$ cat src/hw/rtl/pipw_pkg.sv
`timescale 1ns / 1ps
`default_nettype none
// ----------------------------------------------------------------------------
// pipw_pkg
// Shared types and constants of the winding-number point-in-polygon block.
// ----------------------------------------------------------------------------
package pipw_pkg;

   localparam int COORD_W   = 32;   // signed Q16.16 coordinate
   localparam int SLOT_W    = 6;    // vertex slot field
   localparam int WIND_W    = 7;    // winding number field
   localparam int CFG_W     = 7;    // vertex_count register
   localparam int CNT_RESET = 4;    // vertex_count after reset
   localparam int WIND_MAX  = 63;
   localparam int WIND_MIN  = -64;

   // transaction kinds
   localparam logic OP_LOAD = 1'b0;
   localparam logic OP_TEST = 1'b1;

   typedef struct packed {
      logic                      op;
      logic [SLOT_W-1:0]         slot;
      logic signed [COORD_W-1:0] x;
      logic signed [COORD_W-1:0] y;
   } cmd_type;

   typedef struct packed {
      logic                     inside_res;
      logic signed [WIND_W-1:0] winding;
   } rsp_type;

endpackage
`default_nettype wire

$ cat src/hw/rtl/pipw_front.sv
`timescale 1ns / 1ps
`default_nettype none
// ----------------------------------------------------------------------------
// pipw_front
// Accepts transactions, classifies them as vertex loads or point tests and
// queues them for the edge engine. Loads to slots beyond the table are dropped.
// ----------------------------------------------------------------------------
module pipw_front
   import pipw_pkg::*;
#(
   parameter int MAX_VERTICES = 64
) (
   input  logic                      clock,
   input  logic                      reset,
   input  logic                      req_push,
   output logic                      req_full,
   input  logic                      req_kind,
   input  logic [SLOT_W-1:0]         req_vertex_index,
   input  logic signed [COORD_W-1:0] req_coord_x,
   input  logic signed [COORD_W-1:0] req_coord_y,
   output logic                      cmd_valid,
   input  logic                      cmd_pop,
   output cmd_type                   cmd
);

   cmd_type    entry_ff [2];
   logic       wr_ptr_ff;
   logic       rd_ptr_ff;
   logic [1:0] count_ff;
   logic [1:0] count_in;
   logic       accept;
   logic       slot_ok;
   logic       keep;
   logic       pop_fire;

   assign req_full  = (count_ff == 2'd2);
   assign cmd_valid = (count_ff != 2'd0);
   assign cmd       = entry_ff[rd_ptr_ff];

   assign accept   = req_push && !req_full;
   assign slot_ok  = (req_kind == OP_TEST) || (int'(req_vertex_index) < MAX_VERTICES);
   assign keep     = accept && slot_ok;
   assign pop_fire = cmd_pop && cmd_valid;
   assign count_in = count_ff + 2'(keep) - 2'(pop_fire);

   always_ff @(posedge clock) begin
      if (keep) begin
         entry_ff[wr_ptr_ff] <= '{op: req_kind, slot: req_vertex_index,
                                  x: req_coord_x, y: req_coord_y};
      end
   end

   always_ff @(posedge clock) begin
      if (reset) begin
         wr_ptr_ff <= 1'b0;
         rd_ptr_ff <= 1'b0;
         count_ff  <= 2'd0;
      end else begin
         if (keep) begin
            wr_ptr_ff <= !wr_ptr_ff;
         end
         if (pop_fire) begin
            rd_ptr_ff <= !rd_ptr_ff;
         end
         count_ff <= count_in;
      end
   end

endmodule
`default_nettype wire

$ cat config.mk
export PLATFORM = sky130hd
export DESIGN_NAME = pipw_front
export DESIGN_NICKNAME = d
export VERILOG_FILES = /design/src/hw/rtl/pipw_pkg.sv /design/src/hw/rtl/pipw_front.sv
export SDC_FILE = /design/constraint.sdc
export NUM_CORES = 1
export LEC_CHECK = 0
export ABC_AREA = 0
export BUFFER_PORTS_ARGS = -buffer_cell sky130_fd_sc_hd__buf_2
export CAP_MARGIN = 20
export CORE_MARGIN = 5
export CORE_UTILIZATION = 58
export CTS_BUF_LIST = sky130_fd_sc_hd__clkbuf_2
export DETAILED_ROUTE_END_ITERATION = 16
export GPL_ROUTABILITY_DRIVEN = 0
export PLACE_DENSITY = 0.95
export SETUP_SLACK_MARGIN = 0.5
export SYNTH_ARGS = -nofsm -noshare
export SYNTH_HDL_FRONTEND = slang
export SYNTH_SLANG_ARGS = --single-unit
$ cat constraint.sdc
create_clock -name clock -period 5.3 [get_ports clock]
set_input_delay 0.53 -clock clock [delete_from_list [all_inputs] [get_ports clock]]
set_output_delay 0.53 -clock clock [all_outputs]
set_load 0.01 [all_outputs]
# After elaboration in Yosys (flattened, before gate mapping)
# Memory sizes are Yosys's and may differ from the RTL's. A register that Yosys moved wholly into a read port is not among the register bits.
# Cells that the tools add are included.
totals:
  memories: 1
  register_bits: 4
  input_bits: 75
  word_cells: 17
  ram_bits: 142
  output_inout_bits: 73
classes:
  addsub: 2
  muxes: 4
  n_reduce_logical: 6
  eq_ne: 1
mem_list:
  columns: ["memory", "depth", "word_bits", "rd", "rd_ports_with_merged_regs", "write_ports", "line", "source"]
  rows:
  - ["entry_ff", 2, 71, 1, 1, 1, "pipw_front.sv:26", "cmd_type entry_ff [2];"]
ops:
  columns: ["op", "n"]
  rows:
  - ["$mux W1", 4]
  - ["$logic_not A1 Y1", 3]
  - ["$add A2 B1 Y2", 1]
  - ["$eq A2 B2 Y1 const B", 1]
  - ["$logic_and A1 B1 Y1", 2]
  - ["$reduce_bool A2 Y1", 1]
  - ["$sub A2 B1 Y2", 1]

# Logic depth before layout (Yosys ltp)
depth:
  word_depth: 5
  mapped_depth: 8
  depth_no_buf: 8

# Worst setup path before layout
# No wires, ideal clock.
synth_timing:
  path_kind: "input to register"
  startpoint: "in req_push"
  endpoint: "mem entry_ff[0][0] (netlist bit), enable pin"
  arrival_time_ns: 2.310
  path_slack_ns: 2.565
  required_ns: 4.875
  setup_ns: 0.425
  path_buffers: 0
  stages: 3
  cell_sequence: "inv_1 > or3_1 > inv_1"
synth_between:
  elab_chain_len: 3
synth_rtl:
  columns: ["item", "line", "source"]
  rows:
  - ["start, declared", "pipw_front.sv:15", "input logic req_push,"]
  - ["$logic_and A1 B1 Y1", "pipw_front.sv:40", "assign accept = req_push && !req_full;"]
  - ["$mux W1", "pipw_front.sv:47", "if (keep) begin"]
  - ["$mux W1 (not written as such)", "pipw_front.sv:48", "entry_ff[wr_ptr_ff] <= '{op: req_kind, slot: req_vertex_index,"]
  - ["end, declared", "pipw_front.sv:26", null]
# Every way passes these cells.

==> flow_metrics.env <==
export IMPL_outcome="complete, no violations"
export IMPL_power_density_nw_per_um2=401
export IMPL_synthToLayoutAreaGrowth_pct=30.4
export IMPL_p_total_w=0.00279
export IMPL_path_max_fanout=71
export IMPL_ys_ff_latch=147
export IMPL_finalSetupViolations=0
export IMPL_critPathKind="register to primary output"
export IMPL_vias=2988
export IMPL_crit_path_max_incr_delay_ps=970
export IMPL_hold_viol=0
export IMPL_grt_first_pass_wirelength_mm=16.2
export IMPL_drc=0
export IMPL_io_pins=148
export IMPL_drive_gt1_share_pct=53.9
export IMPL_slew_headroom_pct=35.4
export IMPL_grt_total_usage_pct=19.0
export IMPL_cp_end_kind="primary output"
export IMPL_final_setup_tns_ps=0
export IMPL_core_area_um2=9110
export IMPL_path_clk_slew_ps=190
export IMPL_hold_path_class="input pin to register"
export IMPL_synth_cell_types=20
export IMPL_ys_seq_area_share_pct=81.7
export IMPL_gr_total_overflow=0
export IMPL_clock_path_buffers=2
export IMPL_synth_top_area_share_pct=79.8
export IMPL_start_util_pct=58.7
export IMPL_synth_fa_ha_area_share_pct=0.468
export IMPL_htreeDepth=4
export IMPL_syn_area_per_cell_um2=21.6
export IMPL_synth_area_leaders="edfxtp_1 80%, mux2_2 15%, dfxtp_1 1.9%"
export IMPL_dieArea_um2=11200
export IMPL_post_cts_buffers=0
export IMPL_drtPass1Iterations=4
export IMPL_hold_depth=1
export IMPL_cts_sinks=147
export IMPL_synthMuxAreaShare_pct=15.0
export IMPL_dp_cells=498
export IMPL_tightest_slew_ps=969
export IMPL_clk_latency_ps=650
export IMPL_syn_nets=324
export IMPL_via_per_inst=5.10
export IMPL_drtIter0Drc=107
export IMPL_synth_xor_area_share_pct=0.492
export IMPL_row_count=35
export IMPL_synth_compound_area_share_pct=0.328
export IMPL_yosysTopAreaCell="edfxtp_1"
export IMPL_ir_drop_v=0.000355
export IMPL_place_hpwl_mm=6.37
export IMPL_critPathArrivalTime_ps=2270
export IMPL_netlist_instances=247
export IMPL_max_cap_viol_count=0
export IMPL_grt_max_degree=72
export IMPL_grt_antenna_before_repair=0
export IMPL_wl_per_cell_um=18.1
export IMPL_wirelength_mm=10.6
export IMPL_die_h_um=106
export IMPL_start_kind="register"
export IMPL_netlist_area_um2=5340
export IMPL_yosysWarnings=0
export IMPL_reg2regPathDepth=5
export IMPL_numCtsBuffers=17
export IMPL_synth_top_family_by_area="multiplexers"
export IMPL_cp_slowest_cell="dfxtp_4"
export IMPL_worstPathRequired_ps=4770
export IMPL_synthSimpleGateAreaFrac_pct=0.937
export IMPL_root_buffer="clkbuf_2"
export IMPL_dieWidth_um=106
export IMPL_ant_nets=0
export IMPL_final_period_utilization_pct=52.7
export IMPL_slew_viol_final=0
export IMPL_rsz0062_at_grt="no"
export IMPL_skew_ps=26.8
export IMPL_n_antenna_cell=0
export IMPL_grt_pass1_vias=3258
export IMPL_cts_resized_gates=0
export IMPL_nets=539
export IMPL_postCtsHoldBufs=40
export IMPL_fin_crit_ps=2800
export IMPL_cp_cell_sequence="mux2_2 -> buf_2"
export IMPL_max_freq_mhz=358
export IMPL_fin_cells=586
export IMPL_cts_tree="built"
export IMPL_power_leakage_nw=2.65
export IMPL_portBuffers=147
cells in the final DEF (no fill, tap or decap):
| cell type | instances |
|---|---|
| mux2_2 | 71 |
| o21a_1 | 1 |
| inv_1 | 2 |
| clkinvlp_4 | 4 |
| clkinv_4 | 3 |
| bufinv_16 | 1 |
| inv_2 | 2 |
| or2_2 | 1 |
| xnor2_1 | 2 |
| dfxtp_1 | 4 |
| and3_4 | 1 |
| xor2_1 | 1 |
| dfxtp_4 | 1 |
| nand2b_2 | 1 |
| edfxtp_1 | 142 |
| o21ai_0 | 1 |
| dlygate4sd3_1 | 56 |
| nor2b_1 | 1 |
| nor2_1 | 3 |
| or3_1 | 1 |
| clkinv_1 | 1 |
| ha_1 | 2 |
| inv_6 | 4 |
| buf_2 | 147 |
| nand2_1 | 1 |
| clkbuf_2 | 19 |
| buf_4 | 1 |
| a21oi_1 | 1 |
layer usage:
metal	up-vias	wire length [um]	global-route usage [%]
met2	107	5830	34.5
li1	1403	-	-
met4	0	136	5.55
met5	-	0	0
met1	1465	4040	21.2
met3	13	627	6.44
cell families (layout without fill, tap and decap cells):
| logic type | after synthesis | in the layout |
|---|---|---|
| fa+ha+maj | 2 | 2 |
| xor+xnor | 3 | 3 |
| flops | 147 | 147 |
| mux | 71 | 71 |
| compound gates | 3 | 3 |
| buf+inv | 12 | 240 |
| simple gates | 9 | 9 |
where the power goes:
group / leakage (nW) / total [W] / switching, W / internal, W
clock: 0.126 / 0.000575 / 0.000397 / 0.000178
combinational: 1.16 / 0.000675 / 0.000324 / 0.000351
sequential: 1.37 / 0.00154 / 0.000102 / 0.00144
worst max-delay path: cells and delay by family, from the launching register on:
| kind | cells | cell delay (ps) |
|---|---|---|
| flops | 1 | 970 |
| buf+inv | 1 | 150 |
| mux | 1 | 430 |
layout make-up:
class / count / area (um^2)
inverters: 4 / 15.0
multi-input cells: 88 / 922
repair buffers: 204 / 1300
fillers: 546 / 2140
clock inverters: 13 / 125
clock buffers: 19 / 95.1
well taps: 111 / 139
flip-flops and latches: 147 / 4370
per-stage QoR:
stage	hold WS, ps	util, %	cell area [um^2]	worst slack [ps]
2_1_floorplan	451	-	5340	2570
3_3_place_gp	481	67.9	6190	2770
3_5_place_dp	508	67.9	6190	2700
4_1_cts	0.948	74.7	6810	2470
5_1_grt	-1.55	76.5	6970	2380
6_report	61.8	76.5	6970	2500
flip-flops by register name, summed over array words and instances, names as in the netlist, named ones only:
signal	count
count_ff	2
entry_ff	142
rd_ptr_ff	1
wr_ptr_ff	1
cell usage after synthesis:
cell type and number:
nand2_1 1, edfxtp_1 142, inv_2 1, o21a_1 1
inv_1 3, nor2b_1 1, nand2b_2 1, a21oi_1 1
nor2_1 3, buf_2 6, xor2_1 1, buf_4 2
and3_2 1, mux2_2 71, ha_1 2, dfxtp_1 5
or3_1 1, or2_2 1, o21ai_0 1, xnor2_1 2
worst paths after layout:
kind | startpoint | end | slack, ps
max | register | cmd[44] | 2500
min | req_coord_x[25] | entry_ff[0][57] | 60
max reg2reg | count_ff[0] | entry_ff[0][11] | 2870
min reg2reg | wr_ptr_ff | wr_ptr_ff | 520
No activity file was read; power rests on OpenSTA's default activity.
