==> src/hw/rtl/pipw_pkg.sv <==
`timescale 1ns / 1ps
`default_nettype none
// ----------------------------------------------------------------------------
// pipw_pkg
// Shared types and constants of the winding-number point-in-polygon block.
// ----------------------------------------------------------------------------
package pipw_pkg;

   localparam int COORD_W   = 32;   // signed Q16.16 coordinate
   localparam int SLOT_W    = 6;    // vertex slot field
   localparam int WIND_W    = 7;    // winding number field
   localparam int CFG_W     = 7;    // vertex_count register
   localparam int CNT_RESET = 4;    // vertex_count after reset
   localparam int WIND_MAX  = 63;
   localparam int WIND_MIN  = -64;

   // transaction kinds
   localparam logic OP_LOAD = 1'b0;
   localparam logic OP_TEST = 1'b1;

   typedef struct packed {
      logic                      op;
      logic [SLOT_W-1:0]         slot;
      logic signed [COORD_W-1:0] x;
      logic signed [COORD_W-1:0] y;
   } cmd_type;

   typedef struct packed {
      logic                     inside_res;
      logic signed [WIND_W-1:0] winding;
   } rsp_type;

endpackage
`default_nettype wire

==> src/hw/rtl/pipw_rsp_queue.sv <==
`timescale 1ns / 1ps
`default_nettype none
// ----------------------------------------------------------------------------
// pipw_rsp_queue
// Two-entry result queue; lets the engine finish while the consumer stalls.
// ----------------------------------------------------------------------------
module pipw_rsp_queue
   import pipw_pkg::*;
(
   input  logic    clock,
   input  logic    reset,
   input  logic    push,
   output logic    full,
   input  rsp_type push_data,
   input  logic    pop,
   output logic    empty,
   output rsp_type pop_data
);

   rsp_type    entry_ff [2];
   logic       wr_ptr_ff;
   logic       rd_ptr_ff;
   logic [1:0] count_ff;
   logic       push_fire;
   logic       pop_fire;

   assign full      = (count_ff == 2'd2);
   assign empty     = (count_ff == 2'd0);
   assign pop_data  = entry_ff[rd_ptr_ff];
   assign push_fire = push && !full;
   assign pop_fire  = pop && !empty;

   always_ff @(posedge clock) begin
      if (push_fire) begin
         entry_ff[wr_ptr_ff] <= push_data;
      end
   end

   always_ff @(posedge clock) begin
      if (reset) begin
         wr_ptr_ff <= 1'b0;
         rd_ptr_ff <= 1'b0;
         count_ff  <= 2'd0;
      end else begin
         if (push_fire) begin
            wr_ptr_ff <= !wr_ptr_ff;
         end
         if (pop_fire) begin
            rd_ptr_ff <= !rd_ptr_ff;
         end
         count_ff <= count_ff + 2'(push_fire) - 2'(pop_fire);
      end
   end

endmodule
`default_nettype wire

==> config.mk <==
export PLATFORM = sky130hd
export DESIGN_NAME = pipw_rsp_queue
export DESIGN_NICKNAME = d
export VERILOG_FILES = /design/src/hw/rtl/pipw_pkg.sv /design/src/hw/rtl/pipw_rsp_queue.sv
export SDC_FILE = /design/constraint.sdc
export NUM_CORES = 1
export LEC_CHECK = 0
export BUFFER_PORTS_ARGS = -buffer_cell sky130_fd_sc_hd__buf_2
export CORE_AREA = 2 2 51 53
export DETAILED_ROUTE_END_ITERATION = 16
export DIE_AREA = 0 0 53 55
export PLACE_DENSITY = 0.66
export REMOVE_ABC_BUFFERS = 1
export SKIP_LAST_GASP = 1
export SLEW_MARGIN = 20
export SYNTH_ARGS = -nofsm -noshare
export SYNTH_HDL_FRONTEND = slang
export SYNTH_SLANG_ARGS = --single-unit
==> constraint.sdc <==
create_clock -name clock -period 2.1 [get_ports clock]
set_clock_uncertainty 0.2 [all_clocks]
set_input_delay 0.42 -clock clock [delete_from_list [all_inputs] [get_ports clock]]
set_output_delay 0.42 -clock clock [all_outputs]
set_load 0.02 [all_outputs]
### Word level (Yosys, flattened, before mapping)

Memory sizes are Yosys's and may differ from the RTL's. A register that Yosys moved wholly into a read port is not among the register bits.
Index checks and enable logic that the tools add are counted.

| storage, ports and cells | value |
|---|---|
| register bits after elaboration | 4 |
| latch bits | 0 |
| memory bits (writable) | 16 |
| bits in read-only memories | 0 |
| input port bits | 12 |
| output and inout bits | 10 |
| word-level logic and storage cells | 18 |
| memories | 1 |

| operators by class | value |
|---|---|
| $add $sub $neg | 2 |
| multiply operators | 0 |
| divide/modulo/power cells | 0 |
| $lt $le $gt $ge | 0 |
| equal/unequal tests | 1 |
| shift-type cells | 0 |
| muxes and demuxes | 4 |
| bitwise gates (word level) | 0 |
| reductions and logical operators | 7 |

Memories:

| memory | depth | width | read ports | clocked after memory_dff | wr ports | RTL line | text |
|---|---|---|---|---|---|---|---|
| entry_ff | 2 | 8 | 1 | 1 | 1 | pipw_rsp_queue.sv:20 | `rsp_type entry_ff [2];` |

Operators by type and width:

| operator | number |
|---|---|
| logical NOT 1 bit | 4 |
| 2-to-1 mux 1 bit | 4 |
| adder 2 x 1 -> 2 bit | 1 |
| equality test 2 bit (second input constant) | 1 |
| logical AND 1 bit | 2 |
| logical NOT 2 bit | 1 |
| subtractor 2 x 1 -> 2 bit | 1 |

### Longest topological paths before layout

Gate-level depths: netlist (run 1).

| depth | value |
|---|---|
| word-level depth | 5 |
| gate-level depth with buffers | 8 |
| depth with buffers taken out | 8 |

### Worst setup path after synthesis (run 1)

No wires, ideal clock.

| path | value |
|---|---|
| path kind | register to register |
| from | reg count_ff[1] |
| to | reg count_ff[1] |
| library setup time | 0.078 ns |
| arrival | 1.396 ns |
| required time | 1.822 ns |
| slack | 0.426 ns |
| cell stages (with the launch flop) | 8 |
| path buffers | 0 |
| period minus slack after synthesis | 1.674 ns |
| path through | dfxtp_1 o21a_2 ha_1 inv_1 ha_1 xor2_1 and2_1 nor3_1 |

| between the ends | value |
|---|---|
| elaborated cells between the ends (all ways) | 8 |
| classes of those cells | add/sub (2); eq/ne (1); reduce/logical (5) |

RTL lines:

| item | RTL line | text |
|---|---|---|
| start, declared | pipw_rsp_queue.sv:23 | `logic [1:0] count_ff;` |
| start signal, assigned | pipw_rsp_queue.sv:51 | `count_ff <= count_ff + 2'(push_fire) - 2'(pop_fire);` |
| logical NOT 2 bit | pipw_rsp_queue.sv:28 | `assign empty = (count_ff == 2'd0);` |
| logical NOT 1 bit | pipw_rsp_queue.sv:31 | `assign pop_fire = pop && !empty;` |
| logical AND 1 bit | pipw_rsp_queue.sv:31 |  |
| named net pop_fire | pipw_rsp_queue.sv:25 | `logic pop_fire;` |
| subtractor 2 x 1 -> 2 bit | pipw_rsp_queue.sv:51 |  |

The timed path passes the listed nets, and every way through them passes these cells.
A chain may end at the register's enable or synchronous reset.

==> flow_metrics.env, run 1 <==
export IMPL_outcome="completed"
export IMPL_timing_max_transition_violations_final=0
export IMPL_detailedRoute_firstPassIterationCount=3
export IMPL_fin_tns_setup_ns=0
export IMPL_tritoncts="yes"
export IMPL_regToRegEndpoint="count_ff[1]$_SDFF_PP0_"
export IMPL_antenna_violating_nets_post_route=0
export IMPL_critPathLaunchType="flop"
export IMPL_synth_sequential_area_ratio=0.7160
export IMPL_number_of_antenna_violations_at_the_first_check_in_global_routing=0
export IMPL_timing_critical_path_arrival_ns=1.39
export IMPL_routed_via_density=4.509
export IMPL_layout_min_cycle_time_ns=2.006
export IMPL_ios=22
export IMPL_post_cts_hold_buffer_count=0
export IMPL_cp_top_family="flip-flops"
export IMPL_area_growth_syn_to_layout_pct=20.22
export IMPL_placement_io_buffers=21
export IMPL_timing_critical_path_slowest_cell_delay_ns=0.56
export IMPL_multi_input_area_um2=210.2
export IMPL_achievable_frequency_ghz=0.4986
export IMPL_tritoncts_num_sinks=21
export IMPL_dieArea_mm2=0.002915
export IMPL_fill_cells=241
export IMPL_path_cells="mux2_2 -> buf_2"
export IMPL_crit_path_top_delay_cell="sky130_fd_sc_hd__dfxtp_1"
export IMPL_detail_route_iter0_violations=11
export IMPL_post_cts_resize_count=0
export IMPL_timing_worst_setup_path_type="flop to output port"
export IMPL_detailedPlacementHpwl_um=990
export IMPL_cts_root_buffer="sky130_fd_sc_hd__clkbuf_4"
export IMPL_layout_common_cells="21 x sky130_fd_sc_hd__buf_2, 16 x sky130_fd_sc_hd__edfxtp_1, 5 x sky130_fd_sc_hd__mux2_1, 5 x sky130_fd_sc_hd__dfxtp_1, 4 x sky130_fd_sc_hd__nor2_1"
export IMPL_critPathRequiredTime_ns=1.48
export IMPL_yosysWarnings=0
export IMPL_drive_above_1_share=0.4079
export IMPL_r2r_slack_ns=0.29
export IMPL_ir_drop_mv=0.5728
export IMPL_setup_viol=0
export IMPL_yosys_cell_types_count=21
export IMPL_placementRows=18
export IMPL_hold_viol=0
export IMPL_hold_class="input port to flop"
export IMPL_total_cts_buffers=3
export IMPL_power_leakage_nw=0.4026
export IMPL_r2r_start="count_ff[0]$_SDFF_PP0_"
export IMPL_antenna_diode_count=0
export IMPL_dieHeight_um=55
export IMPL_grt_overflow_total=0
export IMPL_groute_usage_overall=0.09255
export IMPL_utilization=0.4122
export IMPL_grt_setup_unrepaired="no"
export IMPL_place_congestion=0.6440
export IMPL_dr_total_vias=478
export IMPL_cp_buffers_inverters=1
export IMPL_worst_path_max_fanout=8
export IMPL_synth_cell_area_um2=810.8
export IMPL_htreeDepth=1
export IMPL_final_period_utilization=0.9551
export IMPL_start_util=0.3429
export IMPL_layout_cells_most_common="sky130_fd_sc_hd__buf_2"
export IMPL_post_cts_buffers=0
export IMPL_post_drt_wl_per_cell_um=12.13
export IMPL_reg_clk_slew_reported_paths_ns=0.11
export IMPL_worstSetupEndpoint="pop_data[0]"
export IMPL_post_synth_cell_area_avg_um2=15.59
export IMPL_worstSkewPairLatency_ns=0.29
export IMPL_number_of_synthesized_register_bits=21
export IMPL_maxCapViolCount=0
export IMPL_fp_coreArea_mm2=0.002365
export IMPL_syn_inst=52
export IMPL_endpoint_kind="output port"
export IMPL_grt_pass1_vias=456
export IMPL_max_slew_margin=0.7501
export IMPL_register_area_um2=580.6
export IMPL_critical_path_cell_count=2
export IMPL_cts_max_path_buffers=2
export IMPL_tightestPinTransition_ns=0.3744
export IMPL_wl_mm=1.286
export IMPL_drc_errors=0
export IMPL_grt_pass1_wl_mm=1.863
export IMPL_power_density_cell_area_mw_per_mm2=1204
export IMPL_reg2reg_depth=8
export IMPL_grt_start_max_net_pins=12
export IMPL_final_net_count=91
export IMPL_die_x_um=53
[cells in the mapped netlist (all sizes together)]
library cell | instances | share of area
dfxtp | 5 | 0.12
a21oi | 1 | 0.0062
inv | 4 | 0.019
nor2b | 1 | 0.0077
nand2 | 1 | 0.0046
and2 | 1 | 0.0077
nor3 | 1 | 0.0062
edfxtp | 16 | 0.59
buf | 1 | 0.0062
nand2b | 1 | 0.011
mux2 | 8 | 0.11
xnor2 | 1 | 0.011
ha | 2 | 0.031
xor2 | 1 | 0.011
o21ai | 1 | 0.0062
nor2 | 4 | 0.019
o21a | 1 | 0.011
or3 | 1 | 0.0077
and3 | 1 | 0.0093
[worst min-delay path by stage]
stage | startpoint | to | slack, ns | cells past startpoint
floorplan | wr_ptr_ff$_SDFFE_PP0P_ | wr_ptr_ff$_SDFFE_PP0P_ | 0.25 | 2
global placement | wr_ptr_ff$_SDFFE_PP0P_ | wr_ptr_ff$_SDFFE_PP0P_ | 0.27 | 2
detailed placement | wr_ptr_ff$_SDFFE_PP0P_ | wr_ptr_ff$_SDFFE_PP0P_ | 0.30 | 2
CTS | push_data[4] | entry_ff[1][4]$_DFFE_PP_ | 0.1 | 1
global route | push_data[3] | entry_ff[0][3]$_DFFE_PP_ | 0.09 | 1
finish | push_data[4] | entry_ff[1][4]$_DFFE_PP_ | 0.11 | 1
[cell families (layout without fill, tap and decap cells)]
family	after synthesis	after routing	share of synthesized area
multiplexers	8	8	0.1111
flip-flops	21	21	0.7161
XOR/XNOR	2	2	0.02161
AO/OA/AOI/OAI	3	3	0.02314
AND/OR/NAND/NOR	11	11	0.07254
buffers and inverters	5	29	0.02468
adder cells (fa/ha/maj)	2	2	0.03086
[per-stage QoR]
step           hold WS (ns)  setup WS (ns)  instance area, µm²  cells  power, mW
2_1_floorplan        0.2515         0.4264               805.8     51     0.8767
3_3_place_gp         0.2681         0.3226               948.4    102     0.9894
3_5_place_dp         0.3029         0.2304               948.4    102      1.009
4_1_cts             0.09632        0.05206               974.7    106      1.197
5_1_grt             0.09337       0.006819               974.7    106      1.248
6_report             0.1081        0.09432               974.7    106      1.174
[routing by layer]
layer	vias to the layer above	part of all wire	GRT usage	wire [µm]
li1	234	-	-	-
met4	0	0.012	0.03846	16
met2	18	0.51	0.1708	656
met3	2	0.079	0.02419	102
met1	224	0.40	0.1010	511
met5	-	0	0	0
[power breakdown]
group          internal (mW)  leakage [nW]  switching (mW)
clock network         0.0738        0.0150           0.112
registers              0.537         0.191          0.0561
logic                  0.169         0.197           0.226
total                  0.779         0.403           0.395
[worst register-to-register path: stages, from the launching register on]
cell and delay (ns):
sky130_fd_sc_hd__dfxtp_1 0.39, sky130_fd_sc_hd__nand2b_2 0.17, sky130_fd_sc_hd__nand2_1 0.07, sky130_fd_sc_hd__ha_1 0.27, sky130_fd_sc_hd__inv_1 0.04, sky130_fd_sc_hd__ha_1 0.18, sky130_fd_sc_hd__xor2_1 0.15, sky130_fd_sc_hd__and2_1 0.15
sky130_fd_sc_hd__nor3_1 0.12
[layout make-up]
class                   instances  area share
clock buffers                   4     0.02696
inverters                       4     0.01540
multi-input cells              26      0.2157
flip-flops and latches         21      0.5956
well taps                      30     0.03851
repair buffers                 21      0.1078
[registers in the layout (all words and copies together) (netlist names), named ones only]
signal,cells
rd_ptr_ff,1
count_ff,2
wr_ptr_ff,1
entry_ff,16
(Power assumes the default switching activity.)
==> inputs of run 2 (changes only) <==
- CTS_BUF_LIST: default -> sky130_fd_sc_hd__clkbuf_8
==> flow_metrics.env, run 2 (synthesis gave the netlist of run 1 again) <==
export IMPL_reg_largest_list="entry_ff (16), count_ff (2)"
export IMPL_critPathLaunchType="flop"
export IMPL_final_period_utilization=0.9296
export IMPL_whs_path_depth=1
export IMPL_largest_reg_flops=16
export IMPL_final_net_count=91
export IMPL_maxCapViolCount=0
export IMPL_placement_io_buffers=21
export IMPL_ir_drop_mv=0.5662
export IMPL_die_x_um=53
export IMPL_dieArea_mm2=0.002915
export IMPL_cts_max_path_buffers=2
export IMPL_r2r_start="count_ff[0]$_SDFF_PP0_"
export IMPL_dieHeight_um=55
export IMPL_reg2reg_depth=8
export IMPL_setup_viol=0
export IMPL_place_congestion=0.6440
export IMPL_dr_total_vias=470
export IMPL_worstSetupEndpoint="pop_data[0]"
export IMPL_number_of_antenna_violations_at_the_first_check_in_global_routing=0
export IMPL_design_area_um2=993.5
export IMPL_post_cts_buffers=0
export IMPL_ios=22
export IMPL_outcome="completed"
export IMPL_detailedPlacementHpwl_um=990
export IMPL_groute_usage_overall=0.09255
export IMPL_timing_critical_path_arrival_ns=1.33
export IMPL_grt_pass1_wl_mm=1.869
export IMPL_layout_min_cycle_time_ns=1.952
export IMPL_cts_root_buffer="sky130_fd_sc_hd__clkbuf_8"
export IMPL_reg_clk_slew_reported_paths_ns=0.07
export IMPL_detail_route_iter0_violations=9
export IMPL_drc_errors=0
export IMPL_routed_via_density=4.434
export IMPL_r2r_slack_ns=0.31
export IMPL_layout_cells_most_common="sky130_fd_sc_hd__buf_2"
export IMPL_post_drt_wl_per_cell_um=12.20
export IMPL_layout_common_cells="21 x sky130_fd_sc_hd__buf_2, 16 x sky130_fd_sc_hd__edfxtp_1, 5 x sky130_fd_sc_hd__mux2_1, 5 x sky130_fd_sc_hd__dfxtp_1"
export IMPL_antenna_violating_nets_post_route=0
export IMPL_fp_coreArea_mm2=0.002365
export IMPL_detailedRoute_firstPassIterationCount=3
export IMPL_placementRows=18
export IMPL_wl_mm=1.293
export IMPL_worstSkewPairLatency_ns=0.25
export IMPL_achievable_frequency_ghz=0.5122
export IMPL_antenna_diode_count=0
export IMPL_fin_tns_setup_ns=0
export IMPL_worst_path_max_fanout=8
export IMPL_power_leakage_nw=0.4145
export IMPL_grt_start_max_net_pins=12
export IMPL_hold_class="input port to flop"
export IMPL_regToRegEndpoint="count_ff[1]$_SDFF_PP0_"
export IMPL_utilization=0.4201
export IMPL_tritoncts="yes"
export IMPL_htreeDepth=1
export IMPL_post_dp_cell_area_um2=948.4
export IMPL_hold_path_startpoint="push_data[4]"
export IMPL_start_util=0.3429
export IMPL_grt_overflow_total=0
export IMPL_grt_setup_unrepaired="no"
export IMPL_area_growth_syn_to_layout_pct=22.53
export IMPL_power_density_cell_area_mw_per_mm2=1245
export IMPL_tritoncts_num_sinks=21
export IMPL_tightestPinTransition_ns=0.3753
export IMPL_drive_above_1_share=0.4079
export IMPL_hold_viol=0
export IMPL_post_cts_hold_buffer_count=0
export IMPL_critPathRequiredTime_ns=1.48
export IMPL_grt_pass1_vias=463
export IMPL_max_flop_register="entry_ff"
export IMPL_timing_max_transition_violations_final=0
export IMPL_timing_worst_setup_path_type="flop to output port"
export IMPL_post_cts_resize_count=0
export IMPL_max_slew_margin=0.7495
export IMPL_total_cts_buffers=3
export IMPL_endpoint_kind="output port"
==> run 2: worst min path at each step <==
stage | to | slack [ns]
6_report | entry_ff[1][4]$_DFFE_PP_ | 0.15
3_5_place_dp | wr_ptr_ff$_SDFFE_PP0P_ | 0.30
5_1_grt | entry_ff[0][3]$_DFFE_PP_ | 0.15
3_3_place_gp | wr_ptr_ff$_SDFFE_PP0P_ | 0.27
2_1_floorplan | wr_ptr_ff$_SDFFE_PP0P_ | 0.25
4_1_cts | entry_ff[1][4]$_DFFE_PP_ | 0.15
==> run 2: metrics by stage <==
step / cells / hold WS (ns) / power [mW] / setup WS (ns)
floorplan: 51 / 0.2515 / 0.8767 / 0.4264
global placement: 102 / 0.2681 / 0.9894 / 0.3226
detailed placement: 102 / 0.3029 / 1.009 / 0.2304
CTS: 106 / 0.1465 / 1.260 / 0.1121
global route: 106 / 0.1487 / 1.312 / 0.07267
finish: 106 / 0.1536 / 1.237 / 0.1478
==> run 2: final cells by class <==
class,instances,area (µm²)
multi-input combinational,26,210.2
sequential,21,580.6
inverter,4,15.01
clock buffer,3,41.29
fill,239,1371
timing repair buffer,21,105.1
tap,30,37.54
clock inverter,1,3.754
==> run 2: power by group <==
group	switching (mW)	internal [mW]	total, mW
combinational	0.226	0.169	0.395
sequential	0.0560	0.537	0.593
clock	0.119	0.130	0.249
==> run 2: layer usage <==
metal  part of all wire  global-route usage  vias up
met3              0.077             0.02419        0
met1               0.41              0.1010      221
met4                  0             0.03846        0
li1                   -                   -      233
met2               0.52              0.1708       16
met5                  0                   0        -
==> run 2: critical path: stages, from the launching register on <==
cell and delay (ns):
sky130_fd_sc_hd__dfxtp_1 0.55, sky130_fd_sc_hd__mux2_2 0.38, sky130_fd_sc_hd__buf_2 0.16
